File: config.mk
export PLATFORM = sky130hd
export DESIGN_NAME = extent_map_page_translator
export DESIGN_NICKNAME = d
export VERILOG_FILES = /design/src/design/emap_pkg.sv /design/src/design/extent_map_page_translator.sv
export SDC_FILE = /design/constraint.sdc
export NUM_CORES = 2
export LEC_CHECK = 0
export BUFFER_PORTS_ARGS = -buffer_cell sky130_fd_sc_hd__buf_2
export CORE_MARGIN = 2
export CORE_UTILIZATION = 55
export DETAILED_ROUTE_END_ITERATION = 16
export GPL_TIMING_DRIVEN = 0
export PLACE_DENSITY = 0.8
export SLEW_MARGIN = 20
export SYNTH_ARGS = -nofsm -noshare
export SYNTH_HDL_FRONTEND = slang
export SYNTH_SLANG_ARGS = --single-unit
File: constraint.sdc
create_clock -name clk -period 9.9 [get_ports clk]
set_input_delay 0.495 -clock clk [delete_from_list [all_inputs] [get_ports clk]]
set_output_delay 0.495 -clock clk [all_outputs]
set_load 0.1 [all_outputs]
File: src/design/emap_pkg.sv
`timescale 1ns / 1ps

package emap_pkg;

  typedef logic [1:0] kind_t;
  typedef logic [2:0] status_t;
  typedef logic [1:0] cfg_index_t;

  // Item kinds.
  localparam kind_t KIND_XLATE = 2'd0;
  localparam kind_t KIND_GROW = 2'd1;
  localparam kind_t KIND_FORMAT = 2'd2;

  // Result status codes.
  localparam status_t ST_OK = 3'd0;
  localparam status_t ST_NEG = 3'd1;
  localparam status_t ST_BEYOND = 3'd2;
  localparam status_t ST_NOROOM = 3'd3;
  localparam status_t ST_OVF = 3'd4;

  // Configuration register indexes.
  localparam cfg_index_t CFG_B_PAGES = 2'd0;
  localparam cfg_index_t CFG_D_PAGES = 2'd1;
  localparam cfg_index_t CFG_SLOT_CAP = 2'd2;

  localparam logic [31:0] MARK = 32'hFFFF_FFFF;
  localparam logic [6:0] SLOT_CAP_RESET = 7'd64;
  localparam int LAYOUT_SLOTS = 5;

endpackage

File: src/design/extent_map_page_translator.sv
`timescale 1ns / 1ps

// Sequence: for an unused kind or a negative page, done pulses in the cycle after start.
// Format writes the layout slot by slot, a translate walks the extent pairs that it visits,
// and a grow walks the extents of its table. The extent list sits in one
// single-port-read memory, so the walks take one slot read per cycle.
// Throughput: one item at a time; start is taken whenever busy is low, even in the done cycle.
// Reset (rst, synchronous) writes the initial layout with busy high and no done pulse.
module extent_map_page_translator #(
  parameter int MAX_SLOTS = 64
) (
  input  logic                 clk,
  input  logic                 rst,
  input  logic                 start,
  output logic                 busy,
  input  emap_pkg::kind_t      kind,
  input  logic                 table_d,
  input  logic signed [31:0]   rel_page,
  input  logic [29:0]          amount,
  output logic                 done,
  output logic [30:0]          abs_page,
  output emap_pkg::status_t    status,
  output logic [30:0]          b_pages_total,
  output logic [30:0]          d_pages_total,
  input  logic                 cfg_we,
  input  emap_pkg::cfg_index_t cfg_index,
  input  logic [29:0]          cfg_wdata
);

  localparam int AB = $clog2(MAX_SLOTS);
  localparam int IW = AB + 1;
  localparam int AW = AB + 34;
  localparam int CW = (IW > 7) ? IW : 7;
  localparam logic [IW-1:0] MAXI = IW'(MAX_SLOTS);

  localparam logic [2:0] S_IDLE = 3'd0;
  localparam logic [2:0] S_FMT = 3'd1;
  localparam logic [2:0] S_TX = 3'd2;
  localparam logic [2:0] S_TY = 3'd3;
  localparam logic [2:0] S_GW = 3'd4;
  localparam logic [2:0] S_GE = 3'd5;
  localparam logic [2:0] S_GA = 3'd6;

  logic [31:0] mem [MAX_SLOTS];
  logic [31:0] rdata;
  logic [AB-1:0] raddr;
  logic [AB-1:0] waddr;
  logic [31:0] wdata;
  logic we;

  logic [29:0] init_b;
  logic [29:0] init_d;
  logic [6:0] slot_cap;

  logic [2:0] state, state_next;
  logic init_fmt, init_fmt_next;
  logic [2:0] fi, fi_next;
  logic k_tab, k_tab_next;
  logic signed [31:0] k_rel, k_rel_next;
  logic [29:0] k_amt, k_amt_next;
  logic [IW-1:0] ix, ix_next;
  logic signed [AW-1:0] other, other_next;
  logic [30:0] ybase, ybase_next;
  logic first, first_next;
  logic [30:0] lastv, lastv_next;
  logic found, found_next;
  logic [30:0] endv, endv_next;
  logic [IW-1:0] slots_used, slots_used_next;
  logic [30:0] b_size, b_size_next;
  logic [30:0] d_size, d_size_next;
  logic done_next;
  emap_pkg::status_t status_next;
  logic [30:0] abs_page_next;

  logic [IW-1:0] ix_p1, ix_p2, ix_m1;
  logic [30:0] rd_val;
  logic [29:0] fb, fd;
  logic [30:0] fmt_b1, fmt_bd1;
  logic [30:0] tot;
  logic [31:0] tot_sum, ext_sum, app_sum;
  logic signed [AW-1:0] rel_ext, rd_ext, yb_ext, tr_sum;
  logic [CW-1:0] cap_w;
  logic room_fail;

  // An entry counts only below the fill mark and when it is not an end marker.
  function automatic logic slot_ok(input logic [IW-1:0] idx, input logic [IW-1:0] used,
                                   input logic [31:0] word);
    return (idx < used) && (idx < MAXI) && (word != emap_pkg::MARK);
  endfunction

  assign busy = (state != S_IDLE);
  assign b_pages_total = b_size;
  assign d_pages_total = d_size;

  assign ix_p1 = ix + IW'(1);
  assign ix_p2 = ix + IW'(2);
  assign ix_m1 = ix - IW'(1);
  assign rd_val = rdata[30:0];
  assign fb = init_fmt ? 30'd0 : init_b;
  assign fd = init_fmt ? 30'd0 : init_d;
  assign fmt_b1 = {1'b0, fb} + 31'd1;
  assign fmt_bd1 = {1'b0, fb} + {1'b0, fd} + 31'd1;
  assign tot = k_tab ? d_size : b_size;
  assign tot_sum = {1'b0, tot} + {2'b00, k_amt};
  assign ext_sum = {1'b0, rd_val} + {2'b00, k_amt};
  assign app_sum = {1'b0, lastv} + {2'b00, k_amt};
  assign rel_ext = AW'(k_rel);
  assign rd_ext = $signed({{(AW-31){1'b0}}, rd_val});
  assign yb_ext = $signed({{(AW-31){1'b0}}, ybase});
  assign tr_sum = rel_ext + other;
  assign cap_w = (CW'(slot_cap) < CW'(MAX_SLOTS)) ? CW'(slot_cap) : CW'(MAX_SLOTS);
  assign room_fail = (CW'(slots_used) >= cap_w) || (CW'(ix_p1) >= cap_w);

  always_comb begin
    state_next = state;
    init_fmt_next = init_fmt;
    fi_next = fi;
    k_tab_next = k_tab;
    k_rel_next = k_rel;
    k_amt_next = k_amt;
    ix_next = ix;
    other_next = other;
    ybase_next = ybase;
    first_next = first;
    lastv_next = lastv;
    found_next = found;
    endv_next = endv;
    slots_used_next = slots_used;
    b_size_next = b_size;
    d_size_next = d_size;
    done_next = 1'b0;
    status_next = status;
    abs_page_next = abs_page;
    raddr = ix[AB-1:0];
    we = 1'b0;
    waddr = ix[AB-1:0];
    wdata = emap_pkg::MARK;

    case (state)
      S_IDLE: begin
        if (start) begin
          k_tab_next = table_d;
          k_rel_next = rel_page;
          k_amt_next = amount;
          ix_next = IW'(table_d);
          raddr = AB'(table_d);
          case (kind)
            emap_pkg::KIND_XLATE: begin
              if (rel_page[31]) begin
                state_next = S_IDLE;
                done_next = 1'b1;
                status_next = emap_pkg::ST_NEG;
                abs_page_next = '0;
              end else begin
                first_next = 1'b1;
                state_next = S_TX;
              end
            end
            emap_pkg::KIND_GROW: begin
              found_next = 1'b0;
              state_next = S_GW;
            end
            emap_pkg::KIND_FORMAT: begin
              fi_next = '0;
              state_next = S_FMT;
            end
            default: begin
              done_next = 1'b1;
              status_next = emap_pkg::ST_OK;
              abs_page_next = '0;
            end
          endcase
        end
      end

      S_FMT: begin
        we = 1'b1;
        waddr = AB'(fi);
        case (fi)
          3'd0: wdata = 32'd1;
          3'd1: wdata = {1'b0, fmt_b1};
          3'd2: wdata = {1'b0, fmt_bd1};
          default: wdata = emap_pkg::MARK;
        endcase
        if (fi == 3'(emap_pkg::LAYOUT_SLOTS - 1)) begin
          slots_used_next = IW'(emap_pkg::LAYOUT_SLOTS);
          b_size_next = {1'b0, fb};
          d_size_next = {1'b0, fd};
          init_fmt_next = 1'b0;
          state_next = S_IDLE;
          done_next = !init_fmt;
          status_next = emap_pkg::ST_OK;
          abs_page_next = '0;
        end else begin
          fi_next = fi + 3'd1;
        end
      end

      S_TX: begin
        if (!slot_ok(ix, slots_used, rdata)) begin
          state_next = S_IDLE;
          done_next = 1'b1;
          status_next = emap_pkg::ST_BEYOND;
          abs_page_next = '0;
        end else begin
          // Pages of the other table between this extent and the table's start.
          other_next = first ? rd_ext : other + rd_ext - yb_ext;
          first_next = 1'b0;
          raddr = ix_p1[AB-1:0];
          state_next = S_TY;
        end
      end

      S_TY: begin
        if (!slot_ok(ix_p1, slots_used, rdata)) begin
          state_next = S_IDLE;
          done_next = 1'b1;
          status_next = emap_pkg::ST_BEYOND;
          abs_page_next = '0;
        end else if (tr_sum < rd_ext) begin
          state_next = S_IDLE;
          done_next = 1'b1;
          status_next = emap_pkg::ST_OK;
          abs_page_next = tr_sum[30:0];
        end else begin
          ybase_next = rd_val;
          ix_next = ix_p2;
          raddr = ix_p2[AB-1:0];
          state_next = S_TX;
        end
      end

      S_GW: begin
        if (slot_ok(ix, slots_used, rdata)) begin
          lastv_next = rd_val;
          found_next = 1'b1;
          ix_next = ix_p2;
          raddr = ix_p2[AB-1:0];
        end else if (!found) begin
          state_next = S_IDLE;
          done_next = 1'b1;
          status_next = emap_pkg::ST_BEYOND;
          abs_page_next = '0;
        end else begin
          // The entry after the last extent start holds its end, or a marker.
          raddr = ix_m1[AB-1:0];
          state_next = S_GE;
        end
      end

      S_GE: begin
        state_next = S_IDLE;
        done_next = 1'b1;
        abs_page_next = '0;
        if (tot_sum[31]) begin
          status_next = emap_pkg::ST_OVF;
        end else if (slot_ok(ix_m1, slots_used, rdata)) begin
          if (ext_sum[31]) begin
            status_next = emap_pkg::ST_OVF;
          end else begin
            we = 1'b1;
            waddr = ix_m1[AB-1:0];
            wdata = {1'b0, ext_sum[30:0]};
            status_next = emap_pkg::ST_OK;
            if (k_tab) begin
              d_size_next = tot_sum[30:0];
            end else begin
              b_size_next = tot_sum[30:0];
            end
          end
        end else if (room_fail) begin
          status_next = emap_pkg::ST_NOROOM;
        end else if (app_sum[31]) begin
          status_next = emap_pkg::ST_OVF;
        end else begin
          endv_next = app_sum[30:0];
          fi_next = '0;
          done_next = 1'b0;
          state_next = S_GA;
        end
      end

      S_GA: begin
        we = 1'b1;
        fi_next = fi + 3'd1;
        case (fi)
          3'd0: begin
            waddr = ix_m1[AB-1:0];
            wdata = {1'b0, endv};
          end
          3'd1: begin
            waddr = ix[AB-1:0];
          end
          default: begin
            waddr = ix_p1[AB-1:0];
            slots_used_next = ix_p2;
            if (k_tab) begin
              d_size_next = tot_sum[30:0];
            end else begin
              b_size_next = tot_sum[30:0];
            end
            state_next = S_IDLE;
            done_next = 1'b1;
            status_next = emap_pkg::ST_OK;
            abs_page_next = '0;
          end
        endcase
      end

      default: begin
        state_next = S_IDLE;
      end
    endcase
  end

  always_ff @(posedge clk) begin
    if (we) begin
      mem[waddr] <= wdata;
    end
    rdata <= mem[raddr];
  end

  always_ff @(posedge clk) begin
    if (rst) begin
      init_b <= '0;
      init_d <= '0;
      slot_cap <= emap_pkg::SLOT_CAP_RESET;
    end else if (cfg_we) begin
      case (cfg_index)
        emap_pkg::CFG_B_PAGES: init_b <= cfg_wdata;
        emap_pkg::CFG_D_PAGES: init_d <= cfg_wdata;
        emap_pkg::CFG_SLOT_CAP: slot_cap <= cfg_wdata[6:0];
        default: ;
      endcase
    end
  end

  always_ff @(posedge clk) begin
    if (rst) begin
      state <= S_FMT;
      init_fmt <= 1'b1;
      fi <= '0;
      slots_used <= IW'(emap_pkg::LAYOUT_SLOTS);
      b_size <= '0;
      d_size <= '0;
      done <= 1'b0;
      status <= emap_pkg::ST_OK;
      abs_page <= '0;
    end else begin
      state <= state_next;
      init_fmt <= init_fmt_next;
      fi <= fi_next;
      slots_used <= slots_used_next;
      b_size <= b_size_next;
      d_size <= d_size_next;
      done <= done_next;
      status <= status_next;
      abs_page <= abs_page_next;
    end
  end

  always_ff @(posedge clk) begin
    k_tab <= k_tab_next;
    k_rel <= k_rel_next;
    k_amt <= k_amt_next;
    ix <= ix_next;
    other <= other_next;
    ybase <= ybase_next;
    first <= first_next;
    lastv <= lastv_next;
    found <= found_next;
    endv <= endv_next;
  end

endmodule

==> run metrics <==
Hold Path Sink ix[0]$_DFFE_PP_; GRT Overall Usage 0.366; max cap viols 0; FF-to-FF path depth 34; initial antenna violation count 23; Chip Height 453 µm; number of flops mapped to enable cells by yosys between 2000 and 2500; hold wc startpoint start; Leakage 46.5 nW; reg-to-reg startpoint k_rel[0]$_DFFE_PP_; HP Class input pin to register; hpwl dp 274 mm; Area growth syn-to-layout 15.2%; startpoint types register; DR iter-0 viols roughly 13000; Fmax 99.3 MHz; RR Endpoint rdata[12]$_DFF_P_; gpl congestion 1.02; fraction of layout cells with a size suffix above 1 0.125; Wirelength per Cell 30.8 µm; clock skew between 100 and 150 ps; register area share after synthesis 0.648; Main synth FF type edfxtp_1; Rows 164; nets 9978; die area 205000 µm²; Routed Antenna Nets 0; top cells by area, synth edfxtp_1 61%, nand2_1 5.7%, dfxtp_1 3.8%; asr flop ratio synth 0; synthesized instance count 8852; die width roughly 450 µm; hold path depth 2; H-tree depth 4; total power approximately 30 mW; Overflow after GRT 0; largest net degree at the start of global routing 65; pre-CTS setup slack -491 ps; Period Utilization, post-route 1.02; CTS tree done; via density per instance 6.51; Critical Path Fanout Max 10; cell area after layout 128000 µm²; Hold Vio Cnt, Final 0; Worst EP arrival 10590 ps; Clock transition at path regs 60 ps; Setup WS post-layout -169 ps; PortBufs 197; Hold WS 60.8 ps; Mapped Area 111000 µm²; initial core utilization 0.555; Reg2Reg Setup Slack -170 ps; Skew-Pair Late Insertion Delay 960 ps; drc violations 0; commonest non-fill, non-tap cell in the layout edfxtp_1; global-route wire length before repair 538 mm; pwr/cell area 240 nW/µm²; Final min period between 10000 and 15000 ps; failing checks negative setup slack; clock sinks 2463; root buffer cell clkbuf_16; vias in the first global route 77400; CP max stage delay a little under 700 ps; Distinct cells, synth 101; Net Count, Synth just over 9000; number of CTS-inserted buffers approximately 240; clock tree buffer depth 3; cell accounting for the most synthesized area edfxtp_1; measured slew at the worst slew-check pin 1250 ps; I/O Pins a little under 200; peak supply drop between 0.3 and 0.4 mV; Worst path slowest cell nand4_1; critical path type register to register; final WL roughly 380 mm; post-synth top area share 0.610; max-slew violation count 0; RSZ-0062 raised after global routing yes; status finished, violations left; Cell Area, Placed 119000 µm²; Via Count ~81000; Yosys Warn Count 0; commonest cells after routing, fill and taps aside 2253 x edfxtp_1, 1669 x nand2_1, 638 x nand3_1; Req. time, crit path 10420 ps; # setup viols final 4; relative slew slack 0.167; synthesized flop and latch total 2463; Core Area 200000 µm²; First-pass DRT Iterations 9; Avg Cell Area, Syn 12.5 µm²; Critical Path End Type register
[metal layers]
layer  vias to the layer above  GRT usage  routed length, µm  share of wire
met2                      5942      0.548             167000           0.44
met3                      1139     0.0993              50000           0.13
met1                     39500      0.465             134000           0.35
met5                         -          0                 88        0.00023
li1                      34300          -                  -              -
met4                        14      0.255              32000          0.084
[registers in the layout, summed over array words and instances (netlist names), 32 cells and up]
| signal | cells |
|---|---|
| mem | 2048 |
| k_rel | 32 |
| other | 40 |
| rdata | 32 |
[synth_stat cells (78+ instances only)]
cell      instances
a21oi_1         363
a311oi_1        160
and3_1          127
buf_2           109
clkbuf_1        283
dfxtp_1         210
edfxtp_1       2253
ha_1            276
inv_1           237
mux2_2          120
mux2i_1         411
nand2_1        1687
nand3_1         640
nor2_1          414
nor2b_1          89
o21ai_0         171
xnor2_1         120
xor2_1           78
[stage by stage]
step	cells	util	TNS (ps)
after CTS	12400	0.639	0
after floorplan	8852	-	0
after detailed placement	11900	0.594	-5410
after global routing	12400	0.639	-72.8
after global placement	11700	0.576	-1161630
final	12400	0.639	-292
[power by group]
part	leakage [nW]	internal, mW	switching (mW)	total (mW)
registers	22.2	13.3	0.314	13.6
clock network	3.84	5.10	4.13	9.23
logic	20.4	2.02	5.80	7.82
[worst max path at each step]
stage,to,cells after the start,start,slack [ps]
2_1_floorplan,mem[0][26]$_DFFE_PP_,17,k_amt[0]$_DFFE_PP_,1570
3_3_place_gp,mem[57][26]$_DFFE_PP_,16,rdata[1]$_DFF_P_,-6010
3_5_place_dp,rdata[18]$_DFF_P_,32,k_rel[0]$_DFFE_PP_,-490
4_1_cts,rdata[18]$_DFF_P_,33,k_rel[0]$_DFFE_PP_,20
5_1_grt,rdata[18]$_DFF_P_,33,k_rel[0]$_DFFE_PP_,-70
6_report,rdata[12]$_DFF_P_,34,k_rel[0]$_DFFE_PP_,-170
[cells by family after synthesis]
kind of cell,synth area share
AO/OA/AOI/OAI,0.0804
XOR/XNOR,0.0156
adder cells (fa/ha/maj),0.0376
buffers and inverters,0.0282
flip-flops,0.648
multiplexers,0.0604
AND/OR/NAND/NOR,0.130
[timing repair]
item | 4_1_cts | 5_1_grt
buffers inserted | 0 | 1
endpoints found under the setup margin | 32 | 32
endpoints found under the hold margin | 130 | 0
pin swaps | 0 | 2
resized for setup | 12 | 8
hold buffers | 93 | 0
[critical path, delay by kind of cell, from the launching register on]
kind            cells  cell delay [ps]
xor+xnor            1              300
simple gates       10             2110
buf+inv             5             1700
fa+ha+maj           3             1020
compound gates     15             4050
flops               1              470
[final cells by class]
type / count / area (µm²)
diodes: 10 / 25.0
flip-flops and latches: 2463 / 71900
fillers: 14300 / 72300
clock inverters: 137 / 1450
multi-input cells: 5664 / 36700
well taps: 2656 / 3320
plain buffers: 486 / 2250
clock buffers: 308 / 6480
inverters: 238 / 896
repair buffers: 471 / 4800
Power figures use the tool's default switching activity.
